<file path="src/sv/tbf_pkg.sv">
`timescale 1ns / 1ps
// ----------------------------------------------------------------------------
// tbf_pkg
// Shared constants, control word layout and microcode program of the
// three-channel biquad filter.
// ----------------------------------------------------------------------------
package tbf_pkg;

	localparam int FRAC_BITS  = 16;
	localparam int SAMPLE_W   = 24;
	localparam int AXIS_W     = 2;
	localparam int WORD_W     = 32;
	localparam int REGS       = 5;
	localparam int REG_IDX_W  = 3;
	localparam int ADDR_W     = 5;
	localparam int APB_DW     = 32;
	localparam int COEF_MIN_W = 18;
	localparam int B0_RESET   = 65536;

	// register indexes
	localparam logic [REG_IDX_W-1:0] REG_A1 = 3'd0;
	localparam logic [REG_IDX_W-1:0] REG_A2 = 3'd1;
	localparam logic [REG_IDX_W-1:0] REG_B0 = 3'd2;
	localparam logic [REG_IDX_W-1:0] REG_B1 = 3'd3;
	localparam logic [REG_IDX_W-1:0] REG_B2 = 3'd4;

	// multiplier word select
	localparam logic [1:0] WORD_W1 = 2'd0;
	localparam logic [1:0] WORD_W2 = 2'd1;
	localparam logic [1:0] WORD_W0 = 2'd2;

	// accumulator operations
	localparam logic [1:0] ACC_HOLD   = 2'd0;
	localparam logic [1:0] ACC_LOAD_X = 2'd1;
	localparam logic [1:0] ACC_ADD    = 2'd2;
	localparam logic [1:0] ACC_LOAD_P = 2'd3;

	// jump conditions
	localparam logic [1:0] COND_NONE     = 2'd0;
	localparam logic [1:0] COND_NO_ITEM  = 2'd1;
	localparam logic [1:0] COND_OUT_BUSY = 2'd2;

	// program steps
	localparam int PC_W = 3;
	localparam logic [PC_W-1:0] STEP_WAIT = 3'd0;
	localparam logic [PC_W-1:0] STEP_FB1  = 3'd1;
	localparam logic [PC_W-1:0] STEP_FB2  = 3'd2;
	localparam logic [PC_W-1:0] STEP_FF1  = 3'd3;
	localparam logic [PC_W-1:0] STEP_FF2  = 3'd4;
	localparam logic [PC_W-1:0] STEP_FF0  = 3'd5;
	localparam logic [PC_W-1:0] STEP_ACC  = 3'd6;
	localparam logic [PC_W-1:0] STEP_OUT  = 3'd7;

	typedef struct packed {
		logic [REG_IDX_W-1:0] coef_sel;
		logic [1:0]           word_sel;
		logic [1:0]           acc_a_op;
		logic [1:0]           acc_b_op;
		logic                 w0_ld;
		logic                 delay_wr;
		logic                 out_ld;
		logic [1:0]           cond;
		logic                 last;
		logic [PC_W-1:0]      target;
	} ucode_t;

	function automatic ucode_t ucode_rom(input logic [PC_W-1:0] pc);
		ucode_t w;
		w = '0;
		case (pc)
			STEP_WAIT: begin
				w.cond   = COND_NO_ITEM;
				w.target = STEP_WAIT;
			end
			STEP_FB1: begin
				w.coef_sel = REG_A1;
				w.word_sel = WORD_W1;
				w.acc_a_op = ACC_LOAD_X;
			end
			STEP_FB2: begin
				w.coef_sel = REG_A2;
				w.word_sel = WORD_W2;
				w.acc_a_op = ACC_ADD;
			end
			STEP_FF1: begin
				w.coef_sel = REG_B1;
				w.word_sel = WORD_W1;
				w.acc_a_op = ACC_ADD;
			end
			STEP_FF2: begin
				w.coef_sel = REG_B2;
				w.word_sel = WORD_W2;
				w.w0_ld    = 1'b1;
				w.acc_b_op = ACC_LOAD_P;
			end
			STEP_FF0: begin
				w.coef_sel = REG_B0;
				w.word_sel = WORD_W0;
				w.acc_b_op = ACC_ADD;
				w.delay_wr = 1'b1;
			end
			STEP_ACC: begin
				w.acc_b_op = ACC_ADD;
			end
			STEP_OUT: begin
				w.out_ld = 1'b1;
				w.cond   = COND_OUT_BUSY;
				w.target = STEP_OUT;
				w.last   = 1'b1;
			end
			default: begin
				w.last = 1'b1;
			end
		endcase
		return w;
	endfunction

endpackage

</file>
<file path="src/sv/tbf_in_if.sv">
`timescale 1ns / 1ps
// ----------------------------------------------------------------------------
// tbf_in_if
// Sample channel: one accelerometer sample and its axis per item.
// ----------------------------------------------------------------------------
interface tbf_in_if;
	logic                                valid;
	logic                                ready;
	logic signed [tbf_pkg::SAMPLE_W-1:0] sample;
	logic [tbf_pkg::AXIS_W-1:0]          axis;

	modport source (output valid, output sample, output axis, input ready);
	modport sink (input valid, input sample, input axis, output ready);
endinterface

</file>
<file path="src/sv/tbf_out_if.sv">
`timescale 1ns / 1ps
// ----------------------------------------------------------------------------
// tbf_out_if
// Result channel: one filtered sample and its axis per item.
// ----------------------------------------------------------------------------
interface tbf_out_if;
	logic                              valid;
	logic                              ready;
	logic signed [tbf_pkg::WORD_W-1:0] filtered;
	logic [tbf_pkg::AXIS_W-1:0]        axis_out;

	modport source (output valid, output filtered, output axis_out, input ready);
	modport sink (input valid, input filtered, input axis_out, output ready);
endinterface

</file>
<file path="src/sv/tbf_ucode.sv">
`timescale 1ns / 1ps
// ----------------------------------------------------------------------------
// tbf_ucode
// Step counter and program table; issues one control word per cycle and
// takes conditional jumps on item arrival and output backpressure.
// ----------------------------------------------------------------------------
module tbf_ucode (
	input  logic             clk,
	input  logic             arst_n,
	input  logic             item_valid,
	input  logic             out_busy,
	output tbf_pkg::ucode_t  ctrl,
	output logic             ready
);

	logic [tbf_pkg::PC_W-1:0] pc_q;
	logic [tbf_pkg::PC_W-1:0] pc_next;
	logic                     cond_hit;

	assign ctrl  = tbf_pkg::ucode_rom(pc_q);
	assign ready = (pc_q == tbf_pkg::STEP_WAIT);

	always_comb begin
		case (ctrl.cond)
			tbf_pkg::COND_NONE:     cond_hit = 1'b0;
			tbf_pkg::COND_NO_ITEM:  cond_hit = !item_valid;
			tbf_pkg::COND_OUT_BUSY: cond_hit = out_busy;
			default:                cond_hit = 1'b0;
		endcase
	end

	always_comb begin
		if (cond_hit) begin
			pc_next = ctrl.target;
		end else if (ctrl.last) begin
			pc_next = tbf_pkg::STEP_WAIT;
		end else begin
			pc_next = pc_q + 1'b1;
		end
	end

	always_ff @(posedge clk or negedge arst_n) begin
		if (!arst_n) begin
			pc_q <= tbf_pkg::STEP_WAIT;
		end else begin
			pc_q <= pc_next;
		end
	end

endmodule

</file>
<file path="src/sv/tbf_datapath.sv">
`timescale 1ns / 1ps
// ----------------------------------------------------------------------------
// tbf_datapath
// Shared multiplier, two accumulators, per-channel delay words and the
// result register, all steered by the control word.
// ----------------------------------------------------------------------------
module tbf_datapath #(
	parameter int CHANNELS = 3,
	parameter int CW       = 20
) (
	input  logic                                clk,
	input  logic                                arst_n,
	input  tbf_pkg::ucode_t                     ctrl,
	input  logic                                accept,
	input  logic signed [tbf_pkg::SAMPLE_W-1:0] sample,
	input  logic [tbf_pkg::AXIS_W-1:0]          axis,
	input  logic signed [CW-1:0]                coef [tbf_pkg::REGS],
	input  logic                                out_ready,
	output logic                                out_valid,
	output logic                                out_busy,
	output logic signed [tbf_pkg::WORD_W-1:0]   filtered,
	output logic [tbf_pkg::AXIS_W-1:0]          axis_out
);

	localparam int BANK_W = (CHANNELS > 1) ? $clog2(CHANNELS) : 1;
	localparam int PW     = CW + tbf_pkg::WORD_W;
	localparam int AW     = PW + 2;
	localparam int FR     = tbf_pkg::FRAC_BITS;
	localparam logic signed [AW-1:0] ROUND_HALF = AW'(1) << (FR - 1);

	logic signed [tbf_pkg::WORD_W-1:0]   delay_first_q  [CHANNELS];
	logic signed [tbf_pkg::WORD_W-1:0]   delay_second_q [CHANNELS];
	logic signed [tbf_pkg::SAMPLE_W-1:0] sample_q;
	logic [tbf_pkg::AXIS_W-1:0]          axis_q;
	logic [BANK_W-1:0]                   bank;
	logic [BANK_W-1:0]                   bank_q;
	logic signed [tbf_pkg::WORD_W-1:0]   w1_q;
	logic signed [tbf_pkg::WORD_W-1:0]   w2_q;
	logic signed [tbf_pkg::WORD_W-1:0]   w0_q;
	logic signed [CW-1:0]                mul_coef;
	logic signed [tbf_pkg::WORD_W-1:0]   mul_word;
	logic signed [PW-1:0]                prod_s1;
	logic signed [AW-1:0]                acc_a_q;
	logic signed [AW-1:0]                acc_b_q;
	logic signed [tbf_pkg::WORD_W-1:0]   filtered_q;
	logic [tbf_pkg::AXIS_W-1:0]          axis_out_q;
	logic                                out_valid_q;
	logic                                out_load;

	function automatic logic signed [tbf_pkg::WORD_W-1:0] sat_round(
		input logic signed [AW-1:0] v
	);
		logic [AW-FR-32:0] top;
		logic signed [tbf_pkg::WORD_W-1:0] r;
		top = v[AW-1:FR+31];
		if ((&top) || !(|top)) begin
			r = v[FR+31:FR];
		end else if (v[AW-1]) begin
			r = {1'b1, {(tbf_pkg::WORD_W-1){1'b0}}};
		end else begin
			r = {1'b0, {(tbf_pkg::WORD_W-1){1'b1}}};
		end
		return r;
	endfunction

	// unknown axis falls back to bank 0
	always_comb begin
		if (int'(axis) < CHANNELS) begin
			bank = BANK_W'(axis);
		end else begin
			bank = '0;
		end
	end

	assign mul_coef = coef[ctrl.coef_sel];

	always_comb begin
		case (ctrl.word_sel)
			tbf_pkg::WORD_W1: mul_word = w1_q;
			tbf_pkg::WORD_W2: mul_word = w2_q;
			tbf_pkg::WORD_W0: mul_word = w0_q;
			default:          mul_word = w1_q;
		endcase
	end

	assign out_busy = out_valid_q && !out_ready;
	assign out_load = ctrl.out_ld && !out_busy;

	always_ff @(posedge clk) begin
		if (accept) begin
			sample_q <= sample;
			axis_q   <= axis;
			bank_q   <= bank;
			w1_q     <= delay_first_q[bank];
			w2_q     <= delay_second_q[bank];
		end
		prod_s1 <= mul_coef * mul_word;
		case (ctrl.acc_a_op)
			tbf_pkg::ACC_LOAD_X: acc_a_q <= (AW'(sample_q) <<< FR) + ROUND_HALF;
			tbf_pkg::ACC_ADD:    acc_a_q <= acc_a_q + AW'(prod_s1);
			tbf_pkg::ACC_LOAD_P: acc_a_q <= AW'(prod_s1) + ROUND_HALF;
			default:             acc_a_q <= acc_a_q;
		endcase
		case (ctrl.acc_b_op)
			tbf_pkg::ACC_LOAD_X: acc_b_q <= (AW'(sample_q) <<< FR) + ROUND_HALF;
			tbf_pkg::ACC_ADD:    acc_b_q <= acc_b_q + AW'(prod_s1);
			tbf_pkg::ACC_LOAD_P: acc_b_q <= AW'(prod_s1) + ROUND_HALF;
			default:             acc_b_q <= acc_b_q;
		endcase
		if (ctrl.w0_ld) begin
			w0_q <= sat_round(acc_a_q);
		end
		if (out_load) begin
			filtered_q <= sat_round(acc_b_q);
			axis_out_q <= axis_q;
		end
	end

	always_ff @(posedge clk or negedge arst_n) begin
		if (!arst_n) begin
			for (int i = 0; i < CHANNELS; i++) begin
				delay_first_q[i]  <= '0;
				delay_second_q[i] <= '0;
			end
		end else if (ctrl.delay_wr) begin
			delay_first_q[bank_q]  <= w0_q;
			delay_second_q[bank_q] <= w1_q;
		end
	end

	always_ff @(posedge clk or negedge arst_n) begin
		if (!arst_n) begin
			out_valid_q <= 1'b0;
		end else if (out_load) begin
			out_valid_q <= 1'b1;
		end else if (out_ready) begin
			out_valid_q <= 1'b0;
		end
	end

	assign out_valid = out_valid_q;
	assign filtered  = filtered_q;
	assign axis_out  = axis_out_q;

endmodule

</file>
<file path="src/sv/three_channel_biquad_filter_top.sv">
`timescale 1ns / 1ps
// ----------------------------------------------------------------------------
// three_channel_biquad_filter_top
// Direct form II biquad with one state bank per accelerometer axis,
// coefficient registers on an APB port and a microcoded datapath.
//
//   channel   dir   payload               handshake
//   samples   in    sample[23:0], axis    valid / ready
//   results   out   filtered[31:0], axis  valid / ready
//   apb       in    coefficients a1..b2   psel / penable, pready tied high
//
// An item runs through one wait step plus seven steps that share a single
// multiplier for the five products, so one item is in flight at a time.
// The result register frees the input side while a result waits.
// A stalled result holds the last step until the register drains.
// Reset clears the delay words of every axis and loads b0 = 1.0.
// ----------------------------------------------------------------------------
module three_channel_biquad_filter_top #(
	parameter int CHANNELS   = 3,
	parameter int COEF_WIDTH = 20
) (
	input  logic                         clk,
	input  logic                         arst_n,
	input  logic                         psel,
	input  logic                         penable,
	input  logic                         pwrite,
	input  logic [tbf_pkg::ADDR_W-1:0]   paddr,
	input  logic [tbf_pkg::APB_DW-1:0]   pwdata,
	output logic [tbf_pkg::APB_DW-1:0]   prdata,
	output logic                         pready,
	tbf_in_if.sink                       samples,
	tbf_out_if.source                    results
);

	localparam int CW = (COEF_WIDTH > tbf_pkg::COEF_MIN_W) ? COEF_WIDTH : tbf_pkg::COEF_MIN_W;

	logic signed [CW-1:0]          coef_q [tbf_pkg::REGS];
	logic [tbf_pkg::REG_IDX_W-1:0] reg_idx;
	logic                          reg_hit;
	logic                          cfg_wr;
	tbf_pkg::ucode_t               ctrl;
	logic                          seq_ready;
	logic                          accept;
	logic                          out_busy;

	assign pready  = 1'b1;
	assign reg_idx = paddr[tbf_pkg::ADDR_W-1:2];
	assign reg_hit = (int'(reg_idx) < tbf_pkg::REGS);
	assign cfg_wr  = psel && penable && pwrite && pready;

	always_comb begin
		if (reg_hit) begin
			prdata = tbf_pkg::APB_DW'(coef_q[reg_idx]);
		end else begin
			prdata = '0;
		end
	end

	always_ff @(posedge clk or negedge arst_n) begin
		if (!arst_n) begin
			for (int i = 0; i < tbf_pkg::REGS; i++) begin
				coef_q[i] <= '0;
			end
			coef_q[tbf_pkg::REG_B0] <= CW'(tbf_pkg::B0_RESET);
		end else if (cfg_wr && reg_hit) begin
			coef_q[reg_idx] <= CW'(signed'(pwdata[COEF_WIDTH-1:0]));
		end
	end

	assign samples.ready = seq_ready;
	assign accept        = samples.valid && seq_ready;

	tbf_ucode u_ucode (
		.clk        (clk),
		.arst_n     (arst_n),
		.item_valid (samples.valid),
		.out_busy   (out_busy),
		.ctrl       (ctrl),
		.ready      (seq_ready)
	);

	tbf_datapath #(
		.CHANNELS (CHANNELS),
		.CW       (CW)
	) u_datapath (
		.clk       (clk),
		.arst_n    (arst_n),
		.ctrl      (ctrl),
		.accept    (accept),
		.sample    (samples.sample),
		.axis      (samples.axis),
		.coef      (coef_q),
		.out_ready (results.ready),
		.out_valid (results.valid),
		.out_busy  (out_busy),
		.filtered  (results.filtered),
		.axis_out  (results.axis_out)
	);

`ifndef SYNTHESIS
	a_busy_after_accept: assert property (@(posedge clk) disable iff (!arst_n)
		accept |=> !samples.ready)
		else $error("input ready right after an accepted item");

	a_delay_write_timing: assert property (@(posedge clk) disable iff (!arst_n)
		accept |-> ##5 ctrl.delay_wr)
		else $error("delay line not updated five steps after accept");

	a_idle_quiet: assert property (@(posedge clk) disable iff (!arst_n)
		samples.ready |-> (!ctrl.delay_wr && !ctrl.out_ld && !ctrl.w0_ld))
		else $error("datapath active while waiting for an item");
`endif

endmodule
</file>
<file path="src/flat_wrapper.sv">
// flat-port wrapper written by rule: the top's interface ports become plain ports
module three_channel_biquad_filter_top_flat 
#(
	parameter int CHANNELS   = 3,
	parameter int COEF_WIDTH = 20
)
  (clk, arst_n, psel, penable, pwrite, paddr, pwdata, prdata, pready, samples_valid, samples_sample, samples_axis, samples_ready, results_valid, results_filtered, results_axis_out, results_ready);
  tbf_in_if samples_i ();
  tbf_out_if results_i ();
  input  logic clk;
  input  logic arst_n;
  input  logic psel;
  input  logic penable;
  input  logic pwrite;
  input  logic [tbf_pkg::ADDR_W-1:0] paddr;
  input  logic [tbf_pkg::APB_DW-1:0] pwdata;
  output logic [tbf_pkg::APB_DW-1:0] prdata;
  output logic pready;
  input wire logic [$bits(samples_i.valid)-1:0] samples_valid;
  input wire logic [$bits(samples_i.sample)-1:0] samples_sample;
  input wire logic [$bits(samples_i.axis)-1:0] samples_axis;
  output wire logic [$bits(samples_i.ready)-1:0] samples_ready;
  output wire logic [$bits(results_i.valid)-1:0] results_valid;
  output wire logic [$bits(results_i.filtered)-1:0] results_filtered;
  output wire logic [$bits(results_i.axis_out)-1:0] results_axis_out;
  input wire logic [$bits(results_i.ready)-1:0] results_ready;
  assign samples_i.valid = samples_valid;
  assign samples_i.sample = samples_sample;
  assign samples_i.axis = samples_axis;
  assign samples_ready = samples_i.ready;
  assign results_valid = results_i.valid;
  assign results_filtered = results_i.filtered;
  assign results_axis_out = results_i.axis_out;
  assign results_i.ready = results_ready;
  three_channel_biquad_filter_top #(.CHANNELS(CHANNELS), .COEF_WIDTH(COEF_WIDTH)) u_core (.clk(clk), .arst_n(arst_n), .psel(psel), .penable(penable), .pwrite(pwrite), .paddr(paddr), .pwdata(pwdata), .prdata(prdata), .pready(pready), .samples(samples_i), .results(results_i));
endmodule
</file>
<file path="config.mk">
export PLATFORM = sky130hd
export DESIGN_NAME = three_channel_biquad_filter_top_flat
export DESIGN_NICKNAME = d
export VERILOG_FILES = /design/src/sv/tbf_pkg.sv /design/src/sv/tbf_in_if.sv /design/src/sv/tbf_out_if.sv /design/src/sv/tbf_ucode.sv /design/src/sv/tbf_datapath.sv /design/src/sv/three_channel_biquad_filter_top.sv /design/src/flat_wrapper.sv
export SDC_FILE = /design/constraint.sdc
export NUM_CORES = 2
export LEC_CHECK = 0
export BUFFER_PORTS_ARGS = -buffer_cell sky130_fd_sc_hd__buf_2
export CAP_MARGIN = 10
export CORE_MARGIN = 1
export CORE_UTILIZATION = 45
export DETAILED_ROUTE_END_ITERATION = 8
export HOLD_SLACK_MARGIN = 0.05
export SLEW_MARGIN = 5
export SYNTH_ARGS = -nofsm -noshare
export SYNTH_HDL_FRONTEND = slang
export SYNTH_SLANG_ARGS = --single-unit
</file>
<file path="constraint.sdc">
create_clock -name clk -period 12.39 [get_ports clk]
set_clock_uncertainty 0.05 [all_clocks]
set_input_delay 0.6195 -clock clk [delete_from_list [all_inputs] [get_ports clk]]
set_output_delay 0.6195 -clock clk [all_outputs]
set_load 0.01 [all_outputs]
</file>
# After elaboration in Yosys (flattened, before gate mapping)
# Cells that the tools add are included.
# W data, S select, Z words.
dict set report word_totals {
  register_bits 614
  in_bits 70
  out_inout_bits 69
  word_cells 125
}
dict set report classes {
  add_sub_neg 5
  n_mul 1
  magnitude_cmp 8
  n_eq_ne 17
  n_mux 41
  n_bitwise 4
  reduce_logical 25
}
# cell n
set op_table {}
lappend op_table {{$pmux W54 S3} 2}
lappend op_table {{$mux W32} 10}
lappend op_table {{$bwmux W96} 2}
lappend op_table {{$bmux W32 S2} 2}
lappend op_table {{$bmux W20 S3} 2}
lappend op_table {{$add A54 B52 Y54} 2}
lappend op_table {{$bwmux W100} 1}
lappend op_table {{$mux W20} 5}
lappend op_table {{$demux W32 S2} 1}
lappend op_table {{$pmux W32 S2} 1}
lappend op_table {{$demux W20 S3} 1}
lappend op_table {{$add A52 B17 Y53 const B} 1}
lappend op_table {{$mul A20 B32 Y52} 1}
lappend op_table {{$add A40 B17 Y41 const B} 1}
lappend op_table {{$pmux W5 S4} 1}
lappend op_table {{$reduce_and A7 Y1} 2}
lappend op_table {{$reduce_or A7 Y1} 2}
lappend op_table {{$eq A2 B2 Y1 const B} 6}
lappend op_table {{$eq A3 B3 Y1 const B} 4}
lappend op_table {{$pmux W2 S2} 3}
lappend op_table {{$mux W3} 3}
lappend op_table {{$eq A2 B1 Y1 const B} 4}
lappend op_table {{$ge A4 B4 Y1 const B} 2}
lappend op_table {{$logic_and A1 B1 Y1} 8}
lappend op_table {{19 further kinds} 34}

# Logic depth before layout (Yosys ltp)
dict set report depth {
  word_depth 7
  ltp_mapped 39
  ltp_nobuf 35
}

# Hierarchy
# Synthesis repeated with hierarchy kept, for this count alone.
dict set report unflattened {
  cells_unflattened 5640
  area_unflattened_um2 55704.7
}
# mod n_inst cells_per_inst area_each_um2 seq_area_each_um2
set by_module_without_submodules {}
lappend by_module_without_submodules {tbf_datapath 1 5266 50554.7 13858.3}
lappend by_module_without_submodules {three_channel_biquad_filter_top 1 334 4798.4 2503.7}
lappend by_module_without_submodules {tbf_ucode 1 40 351.6 75.1}

# Worst setup path after synthesis
# No wires, ideal clock.
dict set report synth_path {
  kind {reg2reg}
  startpoint {reg u_core.u_ucode.pc_q[1] in the netlist's numbering}
  endpoint {reg u_core.u_datapath.prod_s1[48]}
  setup_time_ps 122
  arrival_ps 9844
  required_time_ps 12218
  setup_slack_ps 2374
  path_stages_with_launch 35
  n_path_buf 6
  synth_period_minus_slack_ps 10016
  cell_sequence {dfrtp_1 > inv_1 > ha_1 > nand2_1 > inv_1 > clkbuf_1 > clkbuf_1 > clkbuf_1 > a21o_1 > ha_1 > clkbuf_1 > clkbuf_1 > clkbuf_1 > o21ai_0 > nand2_1 > fa_1 > fa_1 > fa_1 > fa_1 > inv_1 > fa_1 > fa_1 > inv_1 > fa_1 > inv_1 > ha_1 > o21a_1 > nor2_1 > or4_1 > o2111a_1 > or3_1 > a211o_1 > a211oi_2 > nor4_1 > a311o_1}
}
dict set report synth_between {
  elab_chain_cells 7
  word_cells_on_any_way 13
  classes_between {mul (1); eq/ne (6); mux (5); bitwise (1)}
}
# element line_no
set synth_rtl {}
lappend synth_rtl {{start, declared} tbf_ucode.sv:16} ;# logic [tbf_pkg::PC_W-1:0] pc_q;
lappend synth_rtl {{start signal, assigned} tbf_ucode.sv:44} ;# pc_q <= tbf_pkg::STEP_WAIT;
lappend synth_rtl {{start signal, assigned} tbf_ucode.sv:46} ;# pc_q <= pc_next;
lappend synth_rtl {{$eq A3 B3 Y1 / $eq A3 B2 Y1 (equally long branches)} tbf_pkg.sv:70} ;# case (pc)
lappend synth_rtl {{$pmux W5 S4 *} tbf_pkg.sv:70}
lappend synth_rtl {{$not A3 Y4 (not written as such)} tbf_datapath.sv:75} ;# assign mul_coef = coef[ctrl.coef_sel];
lappend synth_rtl {{$bmux W20 S3} tbf_datapath.sv:75}
lappend synth_rtl {{$mux W20 (not written as such) (2 in series)} tbf_datapath.sv:75}
lappend synth_rtl {{$mul A20 B32 Y52 *} tbf_datapath.sv:97} ;# prod_s1 <= mul_coef * mul_word;
lappend synth_rtl {{end signal, assigned} tbf_datapath.sv:97}
lappend synth_rtl {{end, declared} tbf_datapath.sv:42} ;# logic signed [PW-1:0] prod_s1;
# Every way passes the cells marked *; elsewhere a longest branch is shown, timed or not. The select of a mux whose other input is x is not followed.
# A chain may end at the register's enable or synchronous reset.

# Worst setup path after layout
# Same ends and word-level chain as after synthesis.

==> impl_metrics.toml <==
[outcome]
status = "completed"

[clock_tree]
clkTransAtPathRegs_ns = 0.06
insertion_delay_ns = 0.70
cts_root_buf = "clkbuf_16"
cts_tree = "done"
cts_setup_buffers = 0
cts_made_buffers = 75
cts.sinks = 614
clockBufferDepth = 3
h-tree-depth = 3

[drt]
drc = 0
drt_iter0_markers = 2873
wl_per_cell_um = 20.8
viasPerCell = 5.61
antenna_left = 0
drt_pass1_iterations = 5
wirelength_um = 150000
vias = 40500

[sta]
fin_setup_tns_ns = 0
finalSetupViolCount = 0
period_needed_ns = 10.36
tightest_slew_ns = 1.18
hold_viol_final = 0
period_share_pct = 83.6
drv_slew = 0
max_freq_ghz = 0.0966
slew_headroom_pct = 21.3
rsz0062_at_grt = "false"

[worst_hold_path]
min_from = "pwdata[9]"
hp-class = "in -> reg"

[yosys]
synthAdderAreaFrac_pct = 28.9
synth_mux_area_share_pct = 8.63
synth-compound-area-share_pct = 11.7
synth_top_area_share_pct = 23.3
ys_warn_count = 0
synthTopCellsByArea = "fa_1 (23%), edfxtp_1 (15%), dfrtp_1 (13%)"
async_flop_share_pct = 48.2
synthCells = 5528
synth_top_family_by_area = "adder cells"
synth_edf_count = 266
ys_types = 78
synth_fp_nets = 6483
synth-seq-cells = 614
synth-simple-area-share_pct = 10.7
ys_dominant_reg_cell = "dfrtp_1"
synth_area_leader_cell = "fa_1"
netlist_area_sq_mm = 0.0549
syn_area_per_cell_sq_um = 9.94
synth-seq-area-share_pct = 29.9
synth-xor-area-share_pct = 2.82

[cells_and_area]
diodes = 0
drive_gt1_share_pct = 12.4
nets = 6507
area_growth_pct = 9.38
fillCellCount = 11300
most-common-layout-cells = "inv_1 (769), fa_1 (638), nand2_1 (524), nor2_1 (434), mux2_2 (305)"
final_common_cell = "inv_1"

[setup_path]
arrival_ns = 10.89
cpLargestDelayFamily = "adder cells"
cp_data_required_time_ns = 12.92
crit_slowest_cell = "o21ai_1"
crit_type = "reg -> reg"
crit_start = "u_core.u_ucode.pc_q[1]$_DFF_PN0_"
worst-path-max-fanout = 32
crit_buf_inv = 5
crit_path_max_incr_delay_ns = 0.92
start_kind = "flop"
crit_path_end_kind = "flop"
rr_startpoint = "u_core.u_ucode.pc_q[1]$_DFF_PN0_"
crit_top_cell = "fa_1"

[floorplan]
num_io_pins = 139
dieWidth_um = 351
rows = 127
fp.coreArea_sq_mm = 0.120
start_util_pct = 45.6
die-height_um = 351
die-area_sq_mm = 0.123

[run]
maxCapViolations = 0

[placement]
dpl.hpwl_um = 112000
gp_congestion = 0.898
port_buffers = 123

[global_routing]
grt_pass1_vias = 41400
grt_max_degree = 117
overflow = 0
grt_pass1_wl_um = 239000
grt_usage_pct = 25.1
antenna_found_initial = 2
## sequential cells by signal (all words and copies together) (netlist names)
| register | flops |
|---|---|
| u_core.u_datapath.w2_q | 32 |
| u_core.u_datapath.bank_q | 2 |
| u_core.u_datapath.w1_q | 32 |
| u_core.u_datapath.delay_first_q | 96 |
| u_core.u_datapath.out_valid | 1 |
| u_core.u_datapath.acc_a_q | 54 |
| u_core.u_datapath.sample_q | 24 |
| u_core.coef_q | 100 |
| u_core.u_datapath.filtered | 32 |
| u_core.u_datapath.prod_s1 | 52 |
| u_core.u_datapath.w0_q | 32 |
| u_core.u_datapath.delay_second_q | 96 |
| u_core.u_datapath.axis_q | 2 |
| u_core.u_ucode.pc_q | 3 |
| u_core.u_datapath.acc_b_q | 54 |
| u_core.u_datapath.axis_out | 2 |
## worst reg2reg max path, delay by kind of cell, from the launching register on
kind | cells | cell delay [ns]
buf+inv | 5 | 0.61
fa+ha+maj | 10 | 4.86
flops | 1 | 0.45
simple gates | 6 | 1.44
compound gates | 8 | 2.84
## area by class of cell
type	count	area (sq um)	share of cell area, %
multi-input combinational	3855	34700	57.7
timing repair buffer	234	1530	2.55
tap	1612	2020	3.36
inverter	772	2900	4.83
clock buffer	98	2050	3.42
clock inverter	36	448	0.745
sequential	614	16400	27.4
## cells in the mapped netlist, types with 23 or more instances
cell type and instances:
mux2_2 305, edfxtp_1 266, inv_1 771, xnor2_1 117
fa_1 638, a31oi_1 31, nand3_1 58, buf_1 34
nand2_1 526, o21a_1 47, nand4_1 35, o21bai_1 26
and2_1 35, a22oi_1 53, a221o_1 23, a21oi_1 265
nor2b_1 83, mux2i_1 128, ha_1 247, xor2_1 60
clkbuf_1 237, dfxtp_1 52, a211oi_1 82, a21o_1 78
nor2_1 436, o21ai_0 257, dfrtp_1 295, nor3_1 30
nand2b_1 58, and3_1 25
## cell families (layout without fill, tap and decap cells)
logic type | count (synthesis) | in the layout
AND/OR/NAND/NOR | 1340 | 1340
buffers and inverters | 1059 | 1140
AO/OA/AOI/OAI | 1018 | 1018
adder cells (fa/ha/maj) | 885 | 885
flip-flops | 614 | 614
multiplexers | 434 | 434
XOR/XNOR | 177 | 177
other | 1 | 1
## routing by layer
layer / vias to the layer above / track usage (%) / wire length (um)
met5: - / 0 / 17
met4: 2 / 8.12 / 4350
met3: 245 / 2.83 / 7340
met2: 1143 / 41.8 / 73000
met1: 20700 / 34.0 / 65500
li1: 18400 / - / -
## repair_timing
action / in CTS / in global routing
resized for setup: 0 / 0
hold buffers: 25 / 0
hold endpoints to repair: 119 / 0
## through the flow
stage | utilization, % | area, sq um | setup slack [ns] | instances | hold slack, ns
finish | 49.9 | 60100 | 2.03 | 7221 | 0.158
global route | 49.9 | 60100 | 1.46 | 7221 | 0.145
CTS | 49.9 | 60100 | 2.10 | 7221 | 0.123
detailed placement | 47.6 | 57300 | 2.12 | 7062 | 0.355
global placement | 47.6 | 57300 | 2.23 | 7062 | 0.354
floorplan | - | 54900 | 2.37 | 5528 | 0.274
## path summary, 6_finish.rpt
kind / endpoint / cells after the start / slack (ns)
worst max-delay path: u_core.u_datapath.prod_s1[48]$_DFF_P_ / 29 / 2.03
worst min-delay path: u_core.coef_q[49]$_DFFE_PN0P_ / 2 / 0.16
worst max register to register: u_core.u_datapath.prod_s1[48]$_DFF_P_ / 29 / 2.03
worst min register to register: u_core.u_datapath.axis_out[0]$_DFFE_PP_ / 0 / 0.37
max in group asynchronous: u_core.u_datapath.delay_second_q[60]$_DFFE_PN0P_ / 4 / 9.44
min in group asynchronous: u_core.u_datapath.delay_second_q[69]$_DFFE_PN0P_ / 2 / 0.54
Power is left out: the tool's default activity adds up to more than one toggle a clock period on the data nets, which glitch-free logic cannot reach.
